--- config.mk ---
export PLATFORM = sky130hd
export DESIGN_NAME = tile_tag_cache_lru
export DESIGN_NICKNAME = d
export VERILOG_FILES = /design/src/ttc_pkg.sv /design/src/tile_tag_cache_lru.sv
export SDC_FILE = /design/constraint.sdc
export NUM_CORES = 2
export LEC_CHECK = 0
export BUFFER_PORTS_ARGS = -buffer_cell sky130_fd_sc_hd__clkbuf_2
export CAP_MARGIN = 10
export CORE_AREA = 2 2 362 400
export DETAILED_ROUTE_END_ITERATION = 7
export DIE_AREA = 0 0 364 402
export HOLD_SLACK_MARGIN = 0.08
export PLACE_DENSITY = 0.57
export SLEW_MARGIN = 25
export SYNTH_ARGS = -nofsm -noshare
export SYNTH_HDL_FRONTEND = slang
export SYNTH_SLANG_ARGS = --single-unit
--- constraint.sdc ---
create_clock -name clk -period 7.9 [get_ports clk]
set_input_delay 1.975 -clock clk [delete_from_list [all_inputs] [get_ports clk]]
set_output_delay 1.975 -clock clk [all_outputs]
set_load 0.02 [all_outputs]
--- src/ttc_pkg.sv ---
// Shared types and field widths for the tile tag cache.
`timescale 1ns / 1ps

package ttc_pkg;

  // Request operation codes.
  typedef enum logic [1:0] {
    OP_LOOKUP   = 2'd0,
    OP_INSERT   = 2'd1,
    OP_ANCESTOR = 2'd2,
    OP_NONE     = 2'd3
  } op_t;

  localparam int ZOOM_W  = 5;
  localparam int COORD_W = 19;
  localparam int STAMP_W = 32;
  localparam int SLOT_W  = 4;
  localparam int LEVEL_W = 3;
  localparam int SUB_W   = 8;
  localparam int IN_W    = 48;
  localparam int OUT_W   = 32;

  // Tag of one tile: zoom level, column and row.
  typedef struct packed {
    logic [ZOOM_W-1:0]  zoom;
    logic [COORD_W-1:0] col;
    logic [COORD_W-1:0] row;
  } tag_t;

endpackage

--- src/tile_tag_cache_lru.sv ---
// Fully associative LRU tag store for map tiles, scanned by one shared compare unit.
`timescale 1ns / 1ps

// Channel  Dir  Width  Contents
// s_*      in   48     tdata: op[1:0], zoom[6:2], tile_x[25:7], tile_y[44:26], zeros above
// m_*      out  32     tdata: hit[0], slot[4:1], evicted[5], level[8:6], sub_x[16:9],
//                      sub_y[24:17], zeros above
//
// Each request is handled by a small sequencer that reads one cache entry per cycle from
// the tag and stamp memories and feeds it to a single tag comparator and stamp comparator.
// A lookup or insert makes one pass over the entries from the input transfer to the result
// being offered, less when a matching entry ends the scan early; an ancestor search makes
// up to MAX_LEVELS + 1 passes, one full pass over the entries for each coarser level
// tried. The next request can be accepted in the same cycle as the result is offered.
// s_tready is high only while the sequencer is idle; a finished result waits in the output
// register, so the next request can be accepted before it is taken.
// rst is synchronous and clears the valid bits, the stamp clock and the control state;
// tag and stamp memory contents are left as they are and are only read for valid entries.

module tile_tag_cache_lru #(
  parameter int ENTRIES     = 16,
  parameter int MAX_LEVELS  = 6,
  parameter int TILE_PIXELS = 256
) (
  input  logic                     clk,
  input  logic                     rst,
  input  logic                     s_tvalid,
  output logic                     s_tready,
  // op, zoom, tile_x, tile_y from the lowest bit up
  input  logic [ttc_pkg::IN_W-1:0]  s_tdata,
  output logic                     m_tvalid,
  input  logic                     m_tready,
  // hit, slot, evicted, level, sub_x, sub_y from the lowest bit up
  output logic [ttc_pkg::OUT_W-1:0] m_tdata
);

  localparam int IW  = $clog2(ENTRIES);
  localparam int TPW = $clog2(TILE_PIXELS + 1);
  localparam int MW  = 7;

  typedef enum logic [1:0] {
    ST_IDLE,
    ST_SCAN,
    ST_DONE
  } state_t;

  state_t state;

  // Entry storage: tags and stamps in memories, valid bits in flip-flops.
  ttc_pkg::tag_t                  tag_mem   [ENTRIES];
  logic [ttc_pkg::STAMP_W-1:0]    stamp_mem [ENTRIES];
  logic [ENTRIES-1:0]             valid;
  ttc_pkg::tag_t                  tag_q;
  logic [ttc_pkg::STAMP_W-1:0]    stamp_q;
  logic [ttc_pkg::STAMP_W-1:0]    stamp_clock;

  // Request context.
  ttc_pkg::op_t                   op_r;
  ttc_pkg::tag_t                  search;
  logic [ttc_pkg::COORD_W-1:0]    x_lat;
  logic [ttc_pkg::COORD_W-1:0]    y_lat;
  logic [ttc_pkg::LEVEL_W-1:0]    lvl;

  // Scan position: idx is the address being read, p_idx the entry now at the comparators.
  logic [IW:0]                    idx;
  logic [IW-1:0]                  p_idx;
  logic                           pv;

  // Replacement tracking over the scan.
  logic                           have_inv;
  logic [IW-1:0]                  inv_slot;
  logic [IW-1:0]                  min_slot;
  logic [ttc_pkg::STAMP_W-1:0]    min_val;

  // Result held until the output register is free.
  logic                           res_hit;
  logic [ttc_pkg::SLOT_W-1:0]     res_slot;
  logic                           res_evicted;
  logic [ttc_pkg::LEVEL_W-1:0]    res_level;
  logic [ttc_pkg::SUB_W-1:0]      res_sub_x;
  logic [ttc_pkg::SUB_W-1:0]      res_sub_y;

  // Combinational scan logic.
  logic                           issue;
  logic [IW-1:0]                  rd_addr;
  logic                           hit_now;
  logic                           end_now;
  logic                           have_inv_next;
  logic [IW-1:0]                  inv_slot_next;
  logic [IW-1:0]                  min_slot_next;
  logic [ttc_pkg::STAMP_W-1:0]    min_val_next;
  logic [IW-1:0]                  victim;
  logic                           ins_write;
  logic                           stamp_we;
  logic                           tag_we;
  logic [IW-1:0]                  wr_addr;
  logic [ttc_pkg::STAMP_W-1:0]    stamp_new;
  logic                           more_levels;
  logic [MW-1:0]                  lvl_mask;
  logic [MW-1:0]                  mx;
  logic [MW-1:0]                  my;
  logic [TPW-1:0]                 sub_step;
  logic [MW+TPW-1:0]              prod_x;
  logic [MW+TPW-1:0]              prod_y;

  assign s_tready  = (state == ST_IDLE);
  assign issue     = (state == ST_SCAN) && (idx != (IW+1)'(ENTRIES));
  assign rd_addr   = idx[IW-1:0];
  assign stamp_new = stamp_clock + 1'b1;

  always_comb begin
    hit_now = pv && valid[p_idx] && (tag_q == search);
    end_now = pv && (p_idx == IW'(ENTRIES - 1)) && !hit_now;

    // Fold the entry now at the comparators into the victim choice: the first invalid
    // slot wins, otherwise the least stamp with the lowest slot on ties.
    have_inv_next = have_inv;
    inv_slot_next = inv_slot;
    min_slot_next = min_slot;
    min_val_next  = min_val;
    if (pv && !have_inv) begin
      if (!valid[p_idx]) begin
        have_inv_next = 1'b1;
        inv_slot_next = p_idx;
      end else if (stamp_q < min_val) begin
        min_val_next  = stamp_q;
        min_slot_next = p_idx;
      end
    end
    victim = have_inv_next ? inv_slot_next : min_slot_next;

    ins_write = (state == ST_SCAN) && end_now && (op_r == ttc_pkg::OP_INSERT);
    stamp_we  = ((state == ST_SCAN) && hit_now) || ins_write;
    tag_we    = ins_write;
    wr_addr   = hit_now ? p_idx : victim;

    more_levels = (op_r == ttc_pkg::OP_ANCESTOR) && (search.zoom != '0) &&
                  ({1'b0, lvl} < (ttc_pkg::LEVEL_W+1)'(MAX_LEVELS));

    // Sub-tile offset: (coordinate mod 2^level) * (TILE_PIXELS >> level).
    lvl_mask = (MW'(1) << lvl) - MW'(1);
    mx       = MW'(x_lat) & lvl_mask;
    my       = MW'(y_lat) & lvl_mask;
    sub_step = TPW'(TILE_PIXELS) >> lvl;
    prod_x   = (MW+TPW)'(mx) * (MW+TPW)'(sub_step);
    prod_y   = (MW+TPW)'(my) * (MW+TPW)'(sub_step);
  end

  // Tag and stamp memories: one read and one write port each, read data registered.
  always_ff @(posedge clk) begin
    if (issue) begin
      tag_q   <= tag_mem[rd_addr];
      stamp_q <= stamp_mem[rd_addr];
    end
    if (tag_we) begin
      tag_mem[wr_addr] <= search;
    end
    if (stamp_we) begin
      stamp_mem[wr_addr] <= stamp_new;
    end
  end

  // Sequencer, entry bookkeeping and output register.
  always_ff @(posedge clk) begin
    if (rst) begin
      state       <= ST_IDLE;
      valid       <= '0;
      stamp_clock <= '0;
      m_tvalid    <= 1'b0;
      pv          <= 1'b0;
    end else begin
      // The done state reloads the output register itself when it is taken.
      if (m_tvalid && m_tready && (state != ST_DONE)) begin
        m_tvalid <= 1'b0;
      end
      if (stamp_we) begin
        stamp_clock <= stamp_new;
      end
      if (tag_we) begin
        valid[victim] <= 1'b1;
      end

      case (state)
        ST_IDLE: begin
          if (s_tvalid) begin
            op_r        <= ttc_pkg::op_t'(s_tdata[1:0]);
            search.zoom <= s_tdata[6:2];
            search.col  <= s_tdata[25:7];
            search.row  <= s_tdata[44:26];
            x_lat       <= s_tdata[25:7];
            y_lat       <= s_tdata[44:26];
            lvl         <= '0;
            idx         <= '0;
            pv          <= 1'b0;
            have_inv    <= 1'b0;
            inv_slot    <= '0;
            min_slot    <= '0;
            min_val     <= '1;
            res_hit     <= 1'b0;
            res_slot    <= '0;
            res_evicted <= 1'b0;
            res_level   <= '0;
            res_sub_x   <= '0;
            res_sub_y   <= '0;
            if (ttc_pkg::op_t'(s_tdata[1:0]) == ttc_pkg::OP_NONE) begin
              state <= ST_DONE;
            end else begin
              state <= ST_SCAN;
            end
          end
        end

        ST_SCAN: begin
          if (issue) begin
            idx <= idx + 1'b1;
          end
          // At the end of a pass no read is in flight, so pv falls here as well.
          pv       <= issue;
          p_idx    <= rd_addr;
          have_inv <= have_inv_next;
          inv_slot <= inv_slot_next;
          min_slot <= min_slot_next;
          min_val  <= min_val_next;

          if (hit_now) begin
            // A matching entry: it is stamped by the memory write above.
            res_hit   <= 1'b1;
            res_slot  <= ttc_pkg::SLOT_W'(p_idx);
            res_level <= lvl;
            res_sub_x <= prod_x[ttc_pkg::SUB_W-1:0];
            res_sub_y <= prod_y[ttc_pkg::SUB_W-1:0];
            state     <= ST_DONE;
          end else if (end_now) begin
            if (op_r == ttc_pkg::OP_INSERT) begin
              res_hit     <= 1'b1;
              res_slot    <= ttc_pkg::SLOT_W'(victim);
              res_evicted <= !have_inv_next;
              state       <= ST_DONE;
            end else if (more_levels) begin
              // Step up one level to the parent tile and scan again.
              lvl         <= lvl + 1'b1;
              search.zoom <= search.zoom - 1'b1;
              search.col  <= search.col >> 1;
              search.row  <= search.row >> 1;
              idx         <= '0;
            end else begin
              state <= ST_DONE;
            end
          end
        end

        ST_DONE: begin
          if (!m_tvalid || m_tready) begin
            m_tvalid <= 1'b1;
            m_tdata  <= {7'b0, res_sub_y, res_sub_x, res_level, res_evicted,
                         res_slot, res_hit};
            state    <= ST_IDLE;
          end
        end

        default: begin
          state <= ST_IDLE;
        end
      endcase
    end
  end

  // The stamp clock only ever advances by one.
  a_stamp_step: assert property (@(posedge clk) disable iff (rst)
    !$stable(stamp_clock) |-> (stamp_clock == $past(stamp_clock) + 1'b1))
    else $error("stamp clock jumped");

  // Outside reset an entry, once valid, stays valid.
  a_valid_keep: assert property (@(posedge clk) disable iff (rst)
    !$past(rst) |-> ((valid & $past(valid)) == $past(valid)))
    else $error("valid entry lost");

  // An eviction is only reported together with a hit.
  a_evict_hit: assert property (@(posedge clk) disable iff (rst)
    (m_tvalid && m_tdata[5]) |-> m_tdata[0])
    else $error("eviction without hit");

  // A nonzero ancestor level is only reported on a hit.
  a_level_hit: assert property (@(posedge clk) disable iff (rst)
    (m_tvalid && (m_tdata[8:6] != 3'd0)) |-> m_tdata[0])
    else $error("level without hit");

endmodule
# Word level (Yosys, flattened, before mapping)
# Memories as Yosys holds them, arrays and structs flattened. A register that Yosys moved wholly into a read port is not among the register bits.
# Cells that the tools add are included.
totals:
  wordCells: 179
  regBits: 214
  ramBits: 1200
  out_inout_bits: 34
  input_bits: 52
  memories: 2
op_classes:
  n_bitwise: 4
  n_addsub: 5
  reduce_logical: 34
  n_eq_ne: 23
  order_cmp: 5
  n_shift: 2
  mul: 2
  muxes: 77
memory_table:
  columns: ["memory", "words", "width", "read_ports", "rd_ports_with_merged_regs", "wr", "line", "rtl"]
  rows:
  - ["tag_mem", 16, 43, 1, 1, 1, "tile_tag_cache_lru.sv:50", "ttc_pkg::tag_t tag_mem [ENTRIES];"]
  - ["stamp_mem", 16, 32, 1, 1, 1, "tile_tag_cache_lru.sv:51", "logic [ttc_pkg::STAMP_W-1:0] stamp_mem [ENTRIES];"]
ops:
  columns: ["op", "count"]
  rows:
  - ["2-to-1 mux 43 bit", 5]
  - ["2-to-1 mux 32 bit", 4]
  - ["case mux 43 bit (2 select lines)", 1]
  - ["case mux 32 bit (2 select lines)", 1]
  - ["2-to-1 mux 4 bit", 11]
  - ["== test 43 bit", 1]
  - ["adder 32 x 1 -> 32 bit, second input constant", 1]
  - ["less-than comparator 32 bit", 1]
  - ["case mux 8 bit (2 select lines)", 2]
  - ["2-to-1 mux 5 bit", 6]
  - ["2-to-1 mux 8 bit", 3]
  - ["case mux 4 bit (2 select lines)", 3]
  - ["multiplier 7 x 9 -> 8 bit", 2]
  - ["2-to-1 mux 1 bit", 18]
  - ["2-to-1 mux 3 bit", 6]
  - ["!= test 2 bit, second input constant", 8]
  - ["OR 16 bit", 1]
  - ["bitwise AND 7 bit", 2]
  - ["logical AND 1 bit", 14]
  - ["2-to-1 mux 2 bit", 7]
  - ["case mux 3 bit (2 select lines)", 2]
  - ["AND reduction 6 bit", 2]
  - ["less-than comparator 4 x 5 -> 1 bit, second input constant", 2]
  - ["case mux 5 bit (2 select lines)", 1]
  - ["other kinds (31)", 48]

# Depth between registers and ports, before layout
logic_depth:
  ltp_word: 11
  mapped_depth: 20
  ltp_nobuf: 19

# Least setup slack after synthesis
# No wires, ideal clock.
synth_path:
  kind: "reg-to-reg"
  startpoint: "register search[40] in the netlist's numbering"
  endpoint: "memory stamp_mem[12][0] in the netlist's numbering, enable pin"
  synth_period_minus_slack_ns: 6.114
  n_path_buf: 1
  setup_time_ns: 0.501
  slack_ns: 1.786
  required_time_ns: 7.399
  path_stages_with_launch: 10
  t_arrival_ns: 5.613
  path_cell_list: "edfxtp_1 > xnor2_1 > nand4_1 > or4_1 > a2111oi_4 > nor2b_4 > o22ai_1 > nor2_1 > buf_2 > nor4_1"
synth_via:
  elab_chain_cells: 9
  elab_cells_between_ends: 11
  cone_classes: "eq/ne: 1; mux: 3; reduce/logical: 7"
synth_rtl:
  columns: ["item", "line", "rtl"]
  rows:
  - ["start, declared", "tile_tag_cache_lru.sv:59", "ttc_pkg::tag_t search;"]
  - ["== test 43 bit *", "tile_tag_cache_lru.sv:112", "hit_now = pv && valid[p_idx] && (tag_q == search);"]
  - ["logical AND 1 bit *", "tile_tag_cache_lru.sv:112", null]
  - ["logical NOT 1 bit", "tile_tag_cache_lru.sv:113", "end_now = pv && (p_idx == IW'(ENTRIES - 1)) && !hit_now;"]
  - ["logical AND 1 bit", "tile_tag_cache_lru.sv:113", null]
  - ["logical AND 1 bit (2 in series)", "tile_tag_cache_lru.sv:132", "ins_write = (state == ST_SCAN) && end_now && (op_r == ttc_pkg::OP_INSERT);"]
  - ["logical OR 1 bit", "tile_tag_cache_lru.sv:133", "stamp_we = ((state == ST_SCAN) && hit_now) || ins_write;"]
  - ["2-to-1 mux 1 bit", "tile_tag_cache_lru.sv:158", "if (stamp_we) begin"]
  - ["2-to-1 mux 1 bit (not written as such)", "tile_tag_cache_lru.sv:159", "stamp_mem[wr_addr] <= stamp_new;"]
  - ["end, declared", "tile_tag_cache_lru.sv:51", null]
# Every way passes the cells marked *; elsewhere a longest branch is shown, timed or not.

# Worst setup path after layout
layout_path:
  startpoint: "register lvl[2] in the netlist's numbering"
  endpoint: "register res_sub_x[7] in the netlist's numbering (data pin)"
layout_via:
  elab_chain_cells: 6
  elab_cells_between_ends: 7
  cone_classes: "add/sub: 1; mul: 1; shift: 2; mux: 2; bitwise: 1"
layout_rtl:
  columns: ["item", "line", "rtl"]
  rows:
  - ["start, declared", "tile_tag_cache_lru.sv:62", "logic [ttc_pkg::LEVEL_W-1:0] lvl;"]
  - ["start signal, assigned", "tile_tag_cache_lru.sv:241", "lvl <= lvl + 1'b1;"]
  - ["<< shifter 1 x 3 -> 7 bit", "tile_tag_cache_lru.sv:141", "lvl_mask = (MW'(1) << lvl) - MW'(1);"]
  - ["subtractor 7 x 2 -> 7 bit", "tile_tag_cache_lru.sv:141", null]
  - ["bitwise AND 7 bit", "tile_tag_cache_lru.sv:142", "mx = MW'(x_lat) & lvl_mask;"]
  - ["multiplier 7 x 9 -> 8 bit *", "tile_tag_cache_lru.sv:145", "prod_x = (MW+TPW)'(mx) * (MW+TPW)'(sub_step);"]
  - ["2-to-1 mux 8 bit *", "tile_tag_cache_lru.sv:225", "if (hit_now) begin"]
  - ["case mux 8 bit (2 select lines) *", "tile_tag_cache_lru.sv:183", "case (state)"]
  - ["end signal, assigned", "tile_tag_cache_lru.sv:230", "res_sub_x <= prod_x[ttc_pkg::SUB_W-1:0];"]
  - ["end, declared", "tile_tag_cache_lru.sv:80", "logic [ttc_pkg::SUB_W-1:0] res_sub_x;"]
# Every way passes the cells marked *; elsewhere a longest branch is shown, timed or not. The select of a mux whose other input is x is not followed.
# A chain may end at the register's enable or synchronous reset.

==> results.py <==
metrics = {
    "yosys": {
        "ys.flop_type": "edfxtp_1",
        "netlist_area_um2": 59400,
        "synthCells": 2957,
        "synth_cell_type_count": 75,
        "synth.avg_cell_area_um2": 20.1,
        "ys_ff_latch": 1485,
        "yosysSeqAreaShare": 0.742,
        "synth-edff-count": 1433,
        "yosysWarnings": 0,
        "synth-async-reset-ratio": 0,
    },
    "place": {
        "hpwlAfterDp_mm": 70.6,
        "portBuffers": 73,
        "place_inst": 4881,
        "gp_congestion": 0.843,
        "dp_slack_ps": 2350,
        "placed_area_um2": 62400,
    },
    "die": {
        "coreArea_um2": 143000,
        "die_x_um": 364,
        "initial_core_util": 0.416,
        "die_area_um2": 146000,
        "io_pins": 86,
        "placementRows": 146,
        "die_height_um": 402,
    },
    "pwr": {
        "p_int_w": 0.0132,
        "vdd_drop_max_mv": 0.211,
        "p_switching_w": 0.00372,
        "p_leak_nw": 21.9,
        "pwr_density_cell_nw_per_um2": 251,
        "seq_power_share": 0.527,
        "sw_frac_of_total": 0.220,
        "p_comb_frac": 0.064,
        "clkPwrFrac": 0.410,
    },
    "timing": {
        "layout_worst_path_cycle_share": 0.712,
        "setup_slack_ps": 2280,
        "tightest_slew_ps": 1080,
        "rsz0062_at_grt": "no",
        "maxSlewViolCount": 0,
        "fin_tns_setup_ps": 0,
        "max_freq_ghz": 0.178,
        "setup_viol": 0,
        "finalCriticalPeriod_ps": 5620,
        "finalHoldViolCount": 0,
        "skew_ps": 33.5,
        "max_slew_margin": 0.282,
    },
    "layout": {
        "final_core_util": 0.473,
        "post-route-cell-area_um2": 67400,
        "final_common_cell": "edfxtp_1",
        "drive_gt1_frac": 0.250,
        "area_delta_synth_final_pct": 13.6,
        "final_cell_mix": "1433 x edfxtp_1, 377 x mux4_2, 185 x nand2_1",
        "fin_nets": 3250,
        "diodes": 0,
        "final_cell_count_no_fill": 5156,
    },
    "setup_path": {
        "critPathKind": "flop to flop",
        "crit_path_start_kind": "flop",
        "cp.arrival_ps": 6110,
        "critPathTopFamily": "adder cells",
        "path_cells": "clkinv_1 > ha_1 > nor3b_1 > and2_1 > fa_1 > ha_1 > inv_1 > fa_1 > fa_1 > inv_1 > ha_1 > a21oi_1 > xnor2_1 > xnor2_1 > xnor2_1 > nor2_1",
        "required_ps": 8390,
        "crit_path_end_kind": "flop",
        "worstRegToRegCells": 16,
        "crit_slowest_cell": "edfxtp_1",
        "worstReg2RegStart": "lvl[2]$_SDFFCE_PN0P_",
        "cp_max_fo": 30,
        "cp_slowest_stage_delay_ps": 920,
        "cp.buffers_inverters": 3,
        "rrSetupSlack_ps": 2280,
        "r2r_end": "res_sub_x[7]$_SDFFCE_PN0P_",
    },
    "routing": {
        "num_vias": 28500,
        "routed_via_density": 5.52,
        "drt_iter0_markers": 2878,
        "drc": 0,
        "drtAntennaViolNets": 0,
        "routed_wl_mm": 136,
        "firstDrtPassIters": 7,
        "avgRoutedWirePerCell_um": 26.4,
    },
    "grt": {
        "globalRouteTotalUtil": 0.188,
        "grt-ovfl-total": 0,
        "grt_pass1_wl_mm": 198,
        "antenna_found_initial": 2,
        "grt_pass1_vias": 30100,
        "grt_start_max_net_pins": 173,
    },
    "clocking": {
        "clk_pin_slew_ps": 60,
        "clockBufferDepth": 3,
        "clock_sinks": 1485,
        "hold_buffers": 0,
        "clk_latency_ps": 790,
        "cts-buffers-inserted": 154,
        "cts_htree_levels": 4,
        "cts-root-buf": "clkbuf_16",
        "cts_resized": 0,
        "cts_tree": "yes",
        "post-cts-setup-buffers": 0,
    },
    "worst_hold_path": {
        "min_path_cells": 0,
        "hold_path_class": "flop to flop",
        "min_from": "res_sub_y[2]$_SDFFCE_PN0P_",
        "whs_endpoint": "m_tdata[19]$_DFFE_PP_",
    },
    "run_status": {
        "outcome": "finished clean",
    },
    "job": {
        "cap_viol_max_count": 0,
    },
}
power groups by stage:
| stage | clock, W | sequential [W] | combinational (W) |
|---|---|---|---|
| after floorplan | 0 | 0.00904 | 0.000756 |
| after global placement | 0 | 0.00908 | 0.00107 |
| after detailed placement | 0 | 0.00910 | 0.00109 |
| after CTS | 0.00711 | 0.00893 | 0.00109 |
| after global routing | 0.00740 | 0.00895 | 0.00116 |
| final | 0.00695 | 0.00893 | 0.00108 |
synthesized netlist by cell type (all sizes together), types with 3 or more instances:
library cell | instances | area [um^2]
o21a | 4 | 30.0
o22ai | 6 | 43.8
o2bb2ai | 8 | 70.1
nor3 | 19 | 95.1
ha | 68 | 851
nand2b | 49 | 309
o31ai | 7 | 66.3
nor4 | 27 | 175
nand2 | 185 | 694
inv | 74 | 278
clkbuf | 99 | 372
o211ai | 5 | 52.6
mux4 | 377 | 8490
dfxtp | 52 | 1040
nor2 | 90 | 338
xor2 | 60 | 526
and2 | 23 | 144
a21oi | 37 | 193
fa | 14 | 280
edfxtp | 1433 | 43000
mux2i | 11 | 114
or3 | 9 | 56.3
a21o | 8 | 60.1
nand3 | 34 | 170
o221ai | 3 | 26.3
and4 | 11 | 96.3
nand4 | 25 | 163
xnor2 | 67 | 587
nor3b | 3 | 22.5
a211oi | 8 | 60.1
nor2b | 4 | 32.5
o21ai | 24 | 120
buf | 48 | 244
or4 | 4 | 33.8
and3 | 26 | 163
a22oi | 3 | 22.5
a2111oi | 3 | 63.8
registers in the layout, indices dropped and copies added, names as in the netlist, 5 cells and up:
register     flops
stamp_q         32
tag_q           43
y_lat            7
res_sub_x        7
x_lat            7
stamp_clock     32
min_val         32
idx              5
tag_mem        688
res_sub_y        7
valid           16
stamp_mem      512
m_tdata         23
search          43
per-layer routing:
| layer | part of all wire | vias up | track usage |
|---|---|---|---|
| li1 | - | 12300 | - |
| met2 | 0.52 | 801 | 0.327 |
| met3 | 0.047 | 229 | 0.0274 |
| met4 | 0.029 | 0 | 0.0641 |
| met1 | 0.40 | 15200 | 0.239 |
| met5 | 0 | - | 0 |
how the worst max path moves through the flow:
stage               slack [ps]                          to  cells after the start                  from
global route              1880  res_sub_y[7]$_SDFFCE_PN0P_                     17  lvl[2]$_SDFFCE_PN0P_
detailed placement        2350  res_sub_x[7]$_SDFFCE_PN0P_                     16  lvl[2]$_SDFFCE_PN0P_
floorplan                 1790  stamp_mem[12][0]$_DFFE_PP_                      9  search[40]$_DFFE_PP_
finish                    2280  res_sub_x[7]$_SDFFCE_PN0P_                     16  lvl[2]$_SDFFCE_PN0P_
CTS                       2310  res_sub_y[7]$_SDFFCE_PN0P_                     17  lvl[2]$_SDFFCE_PN0P_
global placement          2390  res_sub_y[7]$_SDFFCE_PN0P_                     17  lvl[2]$_SDFFCE_PN0P_
through the flow:
stage          total power, W  hold slack [ps]
6_report               0.0170              417
5_1_grt                0.0175              428
4_1_cts                0.0171              417
3_5_place_dp           0.0102              405
3_3_place_gp           0.0102              404
2_1_floorplan         0.00980              400
cells by family (layout without fill, tap and decap cells):
kind of cell	count (synthesis)	count (layout)	share of synthesized area
other	1	9	0.0000632
AO/OA/AOI/OAI	134	134	0.0164
flip-flops	1485	1485	0.742
XOR/XNOR	127	127	0.0187
adder cells (fa/ha/maj)	82	82	0.0191
buffers and inverters	223	490	0.0152
AND/OR/NAND/NOR	517	517	0.0432
multiplexers	388	388	0.145
area by class of cell:
type / count / area, um^2
Fill cell: 11800 / 75200
Sequential cell: 1485 / 44100
Multi-Input combinational cell: 1257 / 14900
Clock buffer: 196 / 4130
Tap cell: 1924 / 2410
Timing Repair Buffer: 142 / 985
Clock inverter: 76 / 683
Inverter: 76 / 288
(Power assumes the default switching activity.)
